$ cat src/rtl/core/wsac_pkg.sv
// Shared constants and helpers for the weighted-sum ASCII checksum block.
// No dependencies; imported by every module of the block.
package wsac_pkg;

	localparam int MSG_BYTES  = 8;
	localparam int MSG_W      = 64;
	localparam int DC_W       = 5;
	localparam int SUM1_W     = 16;
	localparam int SUM2_W     = 14;
	localparam int CODE_W     = 24;
	localparam int HEX_DIGITS = MSG_W / 4;
	localparam int PAIRS      = 4;
	localparam int NIB_PAIRS  = HEX_DIGITS / 2;

	localparam logic [7:0] ASCII_ZERO = 8'd48;
	localparam logic [7:0] ASCII_GAP  = 8'd7;
	localparam logic [3:0] DEC_MAX    = 4'h9;

	// Uppercase ASCII code of one hex digit.
	function automatic logic [7:0] hex_ascii(input logic [3:0] nib);
		logic [7:0] gap;
		gap = (nib > DEC_MAX) ? ASCII_GAP : 8'd0;
		return ASCII_ZERO + {4'd0, nib} + gap;
	endfunction

	// Message byte i, or zero for bytes past the configured message size.
	function automatic logic [7:0] msg_byte(input logic [MSG_W-1:0] msg, input int i);
		logic [7:0] b;
		b = (i < MSG_BYTES) ? msg[8*i +: 8] : 8'd0;
		return b;
	endfunction

endpackage

$ cat src/rtl/core/wsac_sum.sv
// Weighted byte sums: constant-weight products and pair sums, then the two totals.
// Depends on wsac_pkg.
module wsac_sum import wsac_pkg::*; (
	input  logic              clk,
	input  logic [MSG_W-1:0]  message,
	output logic [SUM1_W-1:0] sum1_s2,
	output logic [SUM2_W-1:0] sum2_s2
);

	logic [SUM1_W-1:0] pair1_c [PAIRS];
	logic [SUM2_W-1:0] pair2_c [PAIRS];
	logic [SUM1_W-1:0] pair1_s1 [PAIRS];
	logic [SUM2_W-1:0] pair2_s1 [PAIRS];
	logic [SUM1_W-1:0] tot1_c;
	logic [SUM2_W-1:0] tot2_c;

	always_comb begin
		for (int k = 0; k < PAIRS; k++) begin
			pair1_c[k] = SUM1_W'({8'd0, msg_byte(message, 2*k)}     * SUM1_W'(2*k + 2))
			           + SUM1_W'({8'd0, msg_byte(message, 2*k + 1)} * SUM1_W'(2*k + 3));
			pair2_c[k] = SUM2_W'({6'd0, msg_byte(message, 2*k)}     * SUM2_W'(2*k + 1))
			           + SUM2_W'({6'd0, msg_byte(message, 2*k + 1)} * SUM2_W'(2*k + 2));
		end
	end

	always_ff @(posedge clk) begin
		pair1_s1 <= pair1_c;
		pair2_s1 <= pair2_c;
	end

	always_comb begin
		tot1_c = '0;
		tot2_c = '0;
		for (int k = 0; k < PAIRS; k++) begin
			tot1_c = tot1_c + pair1_s1[k];
			tot2_c = tot2_c + pair2_s1[k];
		end
	end

	// The first sum is subtracted from zero and wraps at 16 bits.
	always_ff @(posedge clk) begin
		sum1_s2 <= SUM1_W'(0) - tot1_c;
		sum2_s2 <= tot2_c;
	end

endmodule

$ cat src/rtl/core/wsac_hex.sv
// ASCII sum of the message hex digits selected by the digit count.
// Depends on wsac_pkg.
module wsac_hex import wsac_pkg::*; (
	input  logic             clk,
	input  logic [MSG_W-1:0] message,
	input  logic [DC_W-1:0]  digit_count,
	output logic [7:0]       asum_s2
);

	logic [MSG_W-1:0] masked_c;
	logic [7:0]       pair_c [NIB_PAIRS];
	logic [7:0]       pair_s1 [NIB_PAIRS];
	logic [7:0]       extra_c;
	logic [7:0]       extra_s1;
	logic [7:0]       tot_c;
	logic [7:0]       asc0, asc1;

	always_comb begin
		for (int i = 0; i < MSG_W / 8; i++) begin
			masked_c[8*i +: 8] = msg_byte(message, i);
		end
		for (int k = 0; k < NIB_PAIRS; k++) begin
			asc0 = (DC_W'(2*k) < digit_count) ? hex_ascii(masked_c[8*k +: 4]) : 8'd0;
			asc1 = (DC_W'(2*k + 1) < digit_count) ? hex_ascii(masked_c[8*k + 4 +: 4]) : 8'd0;
			pair_c[k] = asc0 + asc1;
		end
		// Digits past the message read as '0'.
		if (digit_count > DC_W'(HEX_DIGITS)) begin
			extra_c = 8'(8'(digit_count - DC_W'(HEX_DIGITS)) * ASCII_ZERO);
		end else begin
			extra_c = 8'd0;
		end
	end

	always_ff @(posedge clk) begin
		pair_s1  <= pair_c;
		extra_s1 <= extra_c;
	end

	always_comb begin
		tot_c = extra_s1;
		for (int k = 0; k < NIB_PAIRS; k++) begin
			tot_c = tot_c + pair_s1[k];
		end
	end

	always_ff @(posedge clk) begin
		asum_s2 <= tot_c;
	end

endmodule

$ cat src/rtl/core/wsac_check.sv
// End-around fold of both sums, then the ASCII digits of the two check bytes.
// Depends on wsac_pkg.
module wsac_check import wsac_pkg::*; (
	input  logic              clk,
	input  logic [SUM1_W-1:0] sum1_s2,
	input  logic [SUM2_W-1:0] sum2_s2,
	input  logic [7:0]        asum_s2,
	output logic [CODE_W-1:0] code_s4
);

	logic [8:0] t1_c, t2_c;
	logic [7:0] f1_c, f2_c;
	logic [7:0] c1_s3, c2_s3, asum_s3;
	logic [SUM1_W-1:0] sum2_wide;
	logic [7:0] fin_c;

	assign sum2_wide = SUM1_W'(sum2_s2);

	// Two fold steps bring any 16-bit value below 256.
	always_comb begin
		t1_c = {1'b0, sum1_s2[7:0]} + {1'b0, sum1_s2[15:8]};
		f1_c = t1_c[7:0] + {7'd0, t1_c[8]};
		t2_c = {1'b0, sum2_wide[7:0]} + {1'b0, sum2_wide[15:8]};
		f2_c = t2_c[7:0] + {7'd0, t2_c[8]};
	end

	always_ff @(posedge clk) begin
		c1_s3   <= f1_c - 8'd1;
		c2_s3   <= f2_c;
		asum_s3 <= asum_s2;
	end

	assign fin_c = asum_s3 + hex_ascii(c2_s3[3:0]) + hex_ascii(c2_s3[7:4])
	             + hex_ascii(c1_s3[3:0]) + hex_ascii(c1_s3[7:4]);

	always_ff @(posedge clk) begin
		code_s4 <= {c1_s3, c2_s3, fin_c};
	end

endmodule

$ cat src/rtl/core/weighted_sum_ascii_checksum_top.sv
// Weighted-sum ASCII checksum, top level.
// Depends on wsac_pkg, wsac_sum, wsac_hex and wsac_check.
//
// Usage:
//   Drive message and digit_count and raise start for one cycle per item.
//   An item transfers at a rising edge with start high and busy low; busy
//   is always low, so a new item may enter in every cycle.
//   check_code appears with done once the item has passed the pipeline, valid for exactly one
//   cycle while done is high. Results leave in input order.
//   Throughput: 1 item per cycle, set by the four-stage
//   pipeline (products and pair sums, totals, fold, check-byte digit sum).
//   The receiver cannot stall; done is a strobe and check_code is not held.
//   Reset (arst_n low) clears the stage valid bits at once, dropping items in
//   flight; no result is strobed until new items arrive.
module weighted_sum_ascii_checksum_top import wsac_pkg::*; (
	input  logic              clk,
	input  logic              arst_n,
	input  logic              start,
	output logic              busy,
	input  logic [MSG_W-1:0]  message,
	input  logic [DC_W-1:0]   digit_count,
	output logic              done,
	output logic [CODE_W-1:0] check_code
);

	logic              valid_s1, valid_s2, valid_s3, valid_s4;
	logic [SUM1_W-1:0] sum1_s2;
	logic [SUM2_W-1:0] sum2_s2;
	logic [7:0]        asum_s2;

	assign busy = 1'b0;

	always_ff @(posedge clk or negedge arst_n) begin
		if (!arst_n) begin
			valid_s1 <= 1'b0;
			valid_s2 <= 1'b0;
			valid_s3 <= 1'b0;
			valid_s4 <= 1'b0;
		end else begin
			valid_s1 <= start & ~busy;
			valid_s2 <= valid_s1;
			valid_s3 <= valid_s2;
			valid_s4 <= valid_s3;
		end
	end

	wsac_sum u_sum (
		.clk     (clk),
		.message (message),
		.sum1_s2 (sum1_s2),
		.sum2_s2 (sum2_s2)
	);

	wsac_hex u_hex (
		.clk         (clk),
		.message     (message),
		.digit_count (digit_count),
		.asum_s2     (asum_s2)
	);

	wsac_check u_check (
		.clk     (clk),
		.sum1_s2 (sum1_s2),
		.sum2_s2 (sum2_s2),
		.asum_s2 (asum_s2),
		.code_s4 (check_code)
	);

	assign done = valid_s4;

endmodule
$ cat config.mk
export PLATFORM = sky130hd
export DESIGN_NAME = weighted_sum_ascii_checksum_top
export DESIGN_NICKNAME = d
export VERILOG_FILES = /design/src/rtl/core/wsac_pkg.sv /design/src/rtl/core/wsac_sum.sv /design/src/rtl/core/wsac_hex.sv /design/src/rtl/core/wsac_check.sv /design/src/rtl/core/weighted_sum_ascii_checksum_top.sv
export SDC_FILE = /design/constraint.sdc
export NUM_CORES = 1
export LEC_CHECK = 0
export BUFFER_PORTS_ARGS = -buffer_cell sky130_fd_sc_hd__buf_2
export CAP_MARGIN = 20
export CORE_MARGIN = 5
export CORE_UTILIZATION = 45
export CTS_CLUSTER_SIZE = 8
export DETAILED_ROUTE_END_ITERATION = 10
export HOLD_SLACK_MARGIN = 0.02
export PLACE_DENSITY = 0.72
export SLEW_MARGIN = 20
export SYNTH_ARGS = -nofsm -noshare
export SYNTH_HDL_FRONTEND = slang
export SYNTH_SLANG_ARGS = --single-unit
export TNS_END_PERCENT = 20
$ cat constraint.sdc
create_clock -name clk -period 5 [get_ports clk]
set_clock_uncertainty 0.15 [all_clocks]
set_input_delay 0 -clock clk [delete_from_list [all_inputs] [get_ports clk]]
set_output_delay 0 -clock clk [all_outputs]
set_load 0.01 [all_outputs]
---- Word-level counts from Yosys, hierarchy flattened ----
Index checks and enable logic that the tools add are counted.
operators by class
  $add $sub $neg .......................... 81
  multiplexer cells ....................... 36
  multipliers ............................. 10
  $lt $le $gt $ge ......................... 37
operators by type and width
  kind                                                        number
  adder 8 bit                                                 40
  adder 6 x 4 -> 7 bit (first input constant)                 20
  2-to-1 mux 8 bit                                            16
  > comparator 4 bit (second input constant)                  20
  2-to-1 mux 3 bit                                            20
  adder 16 bit                                                3
  multiplier 8 x 3 -> 11 bit (second input constant)          4
  adder 14 bit                                                3
  less-than comparator 4 x 5 -> 1 bit (first input constant)  8
  multiplier 8 x 2 -> 10 bit (second input constant)          4
  adder 11 x 11 -> 12 bit                                     3
  less-than comparator 3 x 5 -> 1 bit (first input constant)  4
  adder 8 x 1 -> 8 bit                                        2
  subtractor 1 x 16 -> 16 bit (first input constant)          1
  adder 11 x 12 -> 13 bit                                     1
  adder 10 x 11 -> 12 bit                                     1
  multiplier 8 x 4 -> 12 bit (second input constant)          1
  adder 10 x 10 -> 11 bit                                     1
  adder 9 x 10 -> 11 bit                                      1
  adder 8 x 9 -> 10 bit                                       1
  less-than comparator 1 x 5 -> 1 bit (first input constant)  2
  less-than comparator 2 x 5 -> 1 bit (first input constant)  2
  adder 8 x 6 -> 9 bit                                        1
  adder 8 x 8 -> 9 bit                                        1
  4 further kinds                                             4
storage, ports and cells
  logic and storage cells ................. 193
  bits in registers ....................... 282

---- Logic depth before layout (Yosys ltp) ----
Gate-level depths: netlist of run 1.
  depth after elaboration ................. 8
  gate-level depth with buffers ........... 17

---- Modules after synthesis ----
A second synthesis of run 1 with hierarchy kept.
unflattened totals
  cell total of the unflattened synthesis .. 2,063
  area, all modules ....................... 20,024.2 sq um
modules (own cells, without submodules)
  module                           instances  area each (sq um)  seq. area each (sq um)  cells an instance
  wsac_sum                         1          9,850.7            2,462.4                 990
  wsac_hex                         1          7,334.5            1,521.5                 816
  wsac_check                       1          2,727.6            960.9                   251
  weighted_sum_ascii_checksum_top  1          111.4              100.1                   6

---- Worst setup path after synthesis of run 1 ----
Ideal clock, no wire load.
  path kind ............................... register to register
  start ................................... register u_check.c1_s3[1]
  end ..................................... register u_check.code_s4[5]
  path buffers ............................ 0
  cell stages (with the launch flop) ...... 16
  required time ........................... 4.778 ns
  library setup time ...................... 0.072 ns
  path slack .............................. 0.800 ns
  arrival ................................. 3.978 ns
  period minus slack after synthesis ...... 4.200 ns
  path through ............................ dfxtp_1 -> o21ai_0 -> fa_1 -> inv_1 -> fa_1 -> fa_1 -> inv_1 -> fa_1 -> inv_1 -> ha_1 -> nor2b_1 -> o21ai_0 -> a21boi_0 -> o21ai_0 -> nor2b_1 -> xnor2_1
between the ends
  cells in the longest elaborated chain, start to end .. 5
  elaborated cells on any way between the ends .. 6
  classes of those cells .................. add/sub: 4; order compare: 1; mux: 1
ends and longest elaborated chain
  item                        line              RTL
  start, declared             wsac_check.sv:13  logic [7:0] c1_s3, c2_s3, asum_s3;
  start signal, assigned      wsac_check.sv:28  c1_s3 <= f1_c - 8'd1;
  > comparator 4 bit          wsac_pkg.sv:22    gap = (nib > DEC_MAX) ? ASCII_GAP : 8'd0;
  2-to-1 mux 3 bit            wsac_pkg.sv:22
  adder 8 bit *               wsac_pkg.sv:23    return ASCII_ZERO + {4'd0, nib} + gap;
  adder 8 bit * (2 in a row)  wsac_check.sv:34  + hex_ascii(c1_s3[3:0]) + hex_ascii(c1_s3[7:4]);
  named net u_check.fin_c[5]  wsac_check.sv:15  logic [7:0] fin_c;
  end signal, assigned        wsac_check.sv:37  code_s4 <= {c1_s3, c2_s3, fin_c};
  end, declared               wsac_check.sv:8   output logic [CODE_W-1:0] code_s4
Mark *: on every way through the listed nets, which the timed path passes. The rest lies on a longest branch.
A chain may end at the register's enable or synchronous reset.

---- Final worst setup path of run 1 ----
  start ................................... register u_check.c1_s3[5]
  end ..................................... register u_check.code_s4[5]
between the ends
  cells in the longest elaborated chain, start to end .. 4
  elaborated cells on any way between the ends .. 5
  classes of those cells .................. add/sub: 3; order compare: 1; mux: 1
ends and longest elaborated chain
  item                        line
  > comparator 4 bit          wsac_pkg.sv:22
  2-to-1 mux 3 bit            wsac_pkg.sv:22
  adder 8 bit *               wsac_pkg.sv:23
  adder 8 bit *               wsac_check.sv:34
  named net u_check.fin_c[5]  wsac_check.sv:15
Marks and branches as above.

==> flow_summary.toml, run 1 <==
[clock_tree]
htreeDepth = 2
clk_pin_slew_ns = 0.05
cts_tree = "done"
cts_buffer_depth = 3
clock_sinks = 251
root_buffer = "clkbuf_16"
insertion_delay_ns = 0.53
cts_resized = 0
cts_buffers = 37

[detailed_routing]
vias_per_cell = 5.02
dr.pass1.iters = 5
drtIter0Drc = 617
wl_per_cell_um = 16.3
top_layer = "met5"
wl_met3_mm = 1.69
vias = 14400
met1Wirelength_mm = 20.6
routed_wl_mm = 46.5
drc = 0
dr_wl_met2_mm = 23.0
postRouteAntennaNets = 0

[critical_path]
rr_worst_depth = 15
crit_path_max_fanout = 3
cp-end-kind = "flip-flop"
crit_type = "reg2reg"
r2r_slack_ns = 0.37
crit_top_cell = "fa_1"
cp-start-kind = "flip-flop"
rr_endpoint = "u_check.code_s4[5]$_DFF_P_"
timing.rr.start = "u_check.c1_s3[5]$_DFF_P_"
cp_cell_sequence = "o21ai_0 -> inv_1 -> fa_1 -> fa_1 -> fa_1 -> inv_1 -> fa_1 -> inv_1 -> ha_1 -> nor2b_1 -> o21ai_0 -> a21boi_0 -> o21ai_0 -> nor2b_1 -> xnor2_1"
slowest_delay_ns = 0.55
cpMaxStageDelayCell = "fa_1"
crit_buf_inv = 3
critical_path_required_ns = 5.31
crit_family = "adder cells"
arrival_ns = 4.94

[grt]
grt_pass1_vias = 15100
grt_max_degree = 16
grt_overflow_total = 0
grtUsageTotal = 0.187
antenna_found_initial = 6
grt_pass1_wl_mm = 75.5

[synth]
ys_ff_latch = 251
yosys.area.top_type = "dfxtp_1"
synth_common_cells = "inv_1 (343), ha_1 (340), dfxtp_1 (247)"
synth_most_common_cell = "inv_1"
syn_area_per_cell_sq_um = 9.93
synthTopCellsByArea = "dfxtp_1 (24%), ha_1 (21%), fa_1 (19%), inv_1 (6.3%), xnor2_1 (6.2%)"
synth_area_sq_um = 20400
synth_top_flop_cell = "dfxtp_1"
synth_edf_count = 0
ys_warn_count = 0
synth_top_area_frac = 0.242
async_reset_ff_frac = 0.0159
ys_seq_area_frac = 0.247
syn-instance-count = 2055
syn_nets = 2665
ys_types = 64

[timing]
rsz0062_at_grt = "false"
final_max_slew_viol_count = 0
fmax_mhz = 216
period_share = 0.925
worst_slew_pin_slew_ns = 0.879
slew-limit-headroom = 0.409
fin_crit_ns = 4.63
hold_viol = 0
setup_viol = 0
fin_setup_tns_ns = 0

[final_layout]
layout-drive-gt1-share = 0.0687
syn_to_final_growth_pct = 14.1
final_util = 0.516
nNetsFinal = 2857

[place]
routabilityCongestion = 0.887
io_buffers = 96
dp_hpwl_mm = 38.7

[floorplanning]
start_util = 0.452
die_area_sq_um = 49700
die_y_um = 223
dieWidth_um = 223
ioPinCount = 98
rows = 78
core_area_sq_um = 45100

[status]
status = "complete, no violations"

[hold_path]
hold-path-cell-count = 4
hp-class = "in2reg"
min_from = "message[62]"
min_to = "u_sum.pair1_s1[9]$_DFF_P_"

[flow_run]
max-cap-violations = 0
==> metrics by stage <==
step                cells  worst slack, ns  area [sq um]  hold WS (ns)
floorplan            2055            0.800         20400        -0.446
global placement     2743            0.549         21600        -0.350
detailed placement   2743            0.386         21600        -0.340
CTS                  2855            0.388         23300        0.0219
global route         2857           0.0982         23300        0.0539
finish               2858            0.374         23300        0.0462
==> worst min-delay path: cells and delay by family <==
family | cells | cell delay [ns]
xor gates and xnor gates | 1 | 0.08
buffers and inverters | 1 | 0.21
adders and majority gates | 2 | 0.35
==> cells in the final DEF, fill, tap and decap left out, drive strengths merged, types with 4 or more instances in the layout <==
cell type	count
inv	344
ha	340
dfxtp	247
fa	198
nor2	149
xnor2	145
a21oi	121
buf	96
nor2b	67
dlygate4sd3	65
o21ai	58
a21o	56
nand2	46
xor2	46
clkbuf	45
o21a	28
nor3	26
o21bai	25
nand2b	17
a21boi	17
a31oi	14
a2bb2oi	8
and3	7
o41ai	6
or2	6
nand3	6
nor3b	5
and2	5
a22oi	5
mux2i	4
a211oi	4
o211a	4
a2111oi	4
dfrtp	4
or3	4
==> routing by layer <==
layer,vias up,track usage
met4,6,0.0498
met3,82,0.0282
li1,7068,-
met2,250,0.333
met5,-,0
met1,6945,0.239
==> how the worst max path moves through the flow <==
stage	cells past startpoint	slack [ns]	end	start
floorplan	15	0.80	u_check.code_s4[5]$_DFF_P_	u_check.c1_s3[1]$_DFF_P_
global placement	15	0.55	u_check.code_s4[5]$_DFF_P_	u_check.c1_s3[5]$_DFF_P_
detailed placement	15	0.39	u_check.code_s4[5]$_DFF_P_	u_check.c1_s3[5]$_DFF_P_
CTS	15	0.39	u_check.code_s4[5]$_DFF_P_	u_check.c1_s3[5]$_DFF_P_
global route	15	0.1	u_check.code_s4[5]$_DFF_P_	u_check.c1_s3[1]$_DFF_P_
finish	15	0.37	u_check.code_s4[5]$_DFF_P_	u_check.c1_s3[5]$_DFF_P_
==> repair_timing <==
item                      CTS  global route
hold buffers               65             0
buffers inserted            0             0
hold endpoints to repair   80             0
==> cell families after synthesis <==
| kind of cell | count (synthesis) | synth area share |
|---|---|---|
| compound gates | 365 | 0.115 |
| fa+ha+maj | 538 | 0.403 |
| simple gates | 351 | 0.0836 |
| xor+xnor | 191 | 0.0824 |
| flops | 251 | 0.247 |
| mux | 7 | 0.00362 |
| other cells | 1 | 0.000184 |
| buf+inv | 351 | 0.0648 |
==> state kept, by name, indices dropped and copies added (netlist names), 8 cells and up <==
| signal | flops |
|---|---|
| u_sum.sum1_s2 | 16 |
| u_sum.pair2_s1 | 45 |
| u_check.asum_s3 | 8 |
| u_sum.pair1_s1 | 48 |
| u_sum.sum2_s2 | 14 |
| u_hex.asum_s2 | 8 |
| u_check.code_s4 | 24 |
| u_check.c2_s3 | 8 |
| u_hex.pair_s1 | 64 |
| u_check.c1_s3 | 8 |
==> cell type report <==
cell class / instances / area, sq um
Antenna cell: 3 / 7.51
Timing Repair Buffer: 161 / 1130
Multi-Input combinational cell: 1453 / 14000
Clock inverter: 2 / 36.3
Inverter: 343 / 1290
Tap cell: 600 / 751
Sequential cell: 251 / 5040
Clock buffer: 45 / 977
Fill cell: 4012 / 21800
Power of run 1 is left out: the tool's default activity adds up to more than one toggle a clock period on the data nets, which glitch-free logic cannot reach.
==> inputs of run 2 (changes only) <==
Settings changed: CORE_MARGIN 5 to 8, RECOVER_POWER from default to 100.
==> flow_summary.toml, run 2 (same netlist as run 1, synthesis figures left out) <==
[timing]
final_max_slew_viol_count = 0
slew-limit-headroom = 0.411
worst_slew_pin_slew_ns = 0.876
fmax_mhz = 214
hold_viol = 0
rsz0062_at_grt = "false"
period_share = 0.933
setup_viol = 0
fin_setup_tns_ns = 0
fin_crit_ns = 4.66

[final_layout]
syn_to_final_growth_pct = 13.5
top_regs = "u_hex.pair_s1 x64, u_sum.pair1_s1 x48, u_sum.pair2_s1 x45"
final_cell_mix = "inv_1 (343), ha_1 (340), dfxtp_1 (247)"
nNetsFinal = 2855
layout_commonest_cell = "inv_1"
largest_register_ffs = 64
regMostFlops = "u_hex.pair_s1"
layout-drive-gt1-share = 0.0502

[critical_path]
arrival_ns = 4.96
cp-end-kind = "flip-flop"
crit_type = "reg2reg"
timing.rr.start = "u_check.c1_s3[5]$_DFF_P_"
worstSetupStartpoint = "u_check.c1_s3[5]$_DFF_P_"
crit_path_max_fanout = 3
cp-start-kind = "flip-flop"
critical_path_required_ns = 5.30

[clock_tree]
post-cts-setup-buffer-count = 0
root_buffer = "clkbuf_16"
insertion_delay_ns = 0.52
clock_sinks = 251
cts_buffers = 37
htreeDepth = 2
cts_buffer_depth = 3
hold_buffers = 62
cts_resized = 0
cts_tree = "done"
clk_pin_slew_ns = 0.05

[grt]
busiest_layer = "met2"
grt_pass1_vias = 15300
grt_overflow_total = 0
antenna_found_initial = 12
grt_use_met2 = 0.322
grt_max_degree = 16
grtUsageTotal = 0.178
grtUsageMet3 = 0.0295
grt_pass1_wl_mm = 76.1
met1_usage = 0.214

[place]
routabilityCongestion = 0.911
dp_hpwl_mm = 39.3
io_buffers = 96

[detailed_routing]
routed_wl_mm = 46.8
vias_per_cell = 4.99
dr.pass1.iters = 5
drc = 0
vias = 14300
wl_per_cell_um = 16.4
drtIter0Drc = 529
postRouteAntennaNets = 0

[floorplanning]
core_area_sq_um = 45100
rows = 78
die_area_sq_um = 52400
ioPinCount = 98
dieWidth_um = 229
start_util = 0.452
die_y_um = 229

[flow_run]
max-cap-violations = 0

[hold_path]
min_from = "message[21]"
hp-class = "in2reg"

[status]
status = "complete, no violations"
## run 2: cell count changes in the layout (fill, tap and decap cells not counted), sizes merged
cell / before / now
dlygate4sd3: 65 / 62
inv: 344 / 346
clkbuf: 45 / 83
buf: 96 / 55
## run 2: final timing paths
path	end	slack, ns	cells past startpoint
max in group asynchronous	valid_s1$_DFF_PN0_	4.31	3
min	u_sum.pair2_s1[33]$_DFF_P_	0.03	4
max	u_check.code_s4[5]$_DFF_P_	0.34	15
min reg2reg	u_check.asum_s3[4]$_DFF_P_	0.17	0
max reg2reg	u_check.code_s4[5]$_DFF_P_	0.34	15
min in group asynchronous	valid_s2$_DFF_PN0_	0.22	3
## run 2: area by class of cell
cell class                 instances  area [sq um]
inverter                         343          1290
sequential                       251          5040
clock buffer                      41           941
clock inverter                     4          42.5
fill                            4053         21900
tap                              600           751
timing repair buffer             159          1060
antenna                            3          7.51
multi-input combinational       1453         14000
## run 2: per-stage QoR
step / hold WS (ns) / instance area (sq um) / util / instances / setup slack (ns)
5_1_grt: 0.0536 / 23100 / 0.513 / 2852 / 0.0507
3_5_place_dp: -0.343 / 21600 / 0.479 / 2743 / 0.272
2_1_floorplan: -0.446 / 20400 / - / 2055 / 0.800
4_1_cts: 0.0256 / 23200 / 0.515 / 2850 / 0.283
6_report: 0.0308 / 23200 / 0.514 / 2854 / 0.337
3_3_place_gp: -0.349 / 21600 / 0.479 / 2743 / 0.545
## run 2: metal layers
metal / vias up / part of all wire
li1: 7055 / -
met1: 6854 / 0.44
met2: 231 / 0.50
met3: 97 / 0.037
met4: 14 / 0.025
met5: - / 0.0018
## run 2: worst max-delay path, stage by stage (launching register included)
cell and delay, ns:
dfxtp_1 0.31, o21ai_0 0.40, inv_1 0.16, fa_1 0.54
fa_1 0.45, fa_1 0.54, inv_1 0.05, fa_1 0.54
inv_1 0.09, ha_1 0.30, nor2b_1 0.13, o21ai_0 0.20
a21boi_0 0.18, o21ai_0 0.24, nor2b_1 0.19, xnor2_1 0.12
Power of run 2 is left out for the same reason.
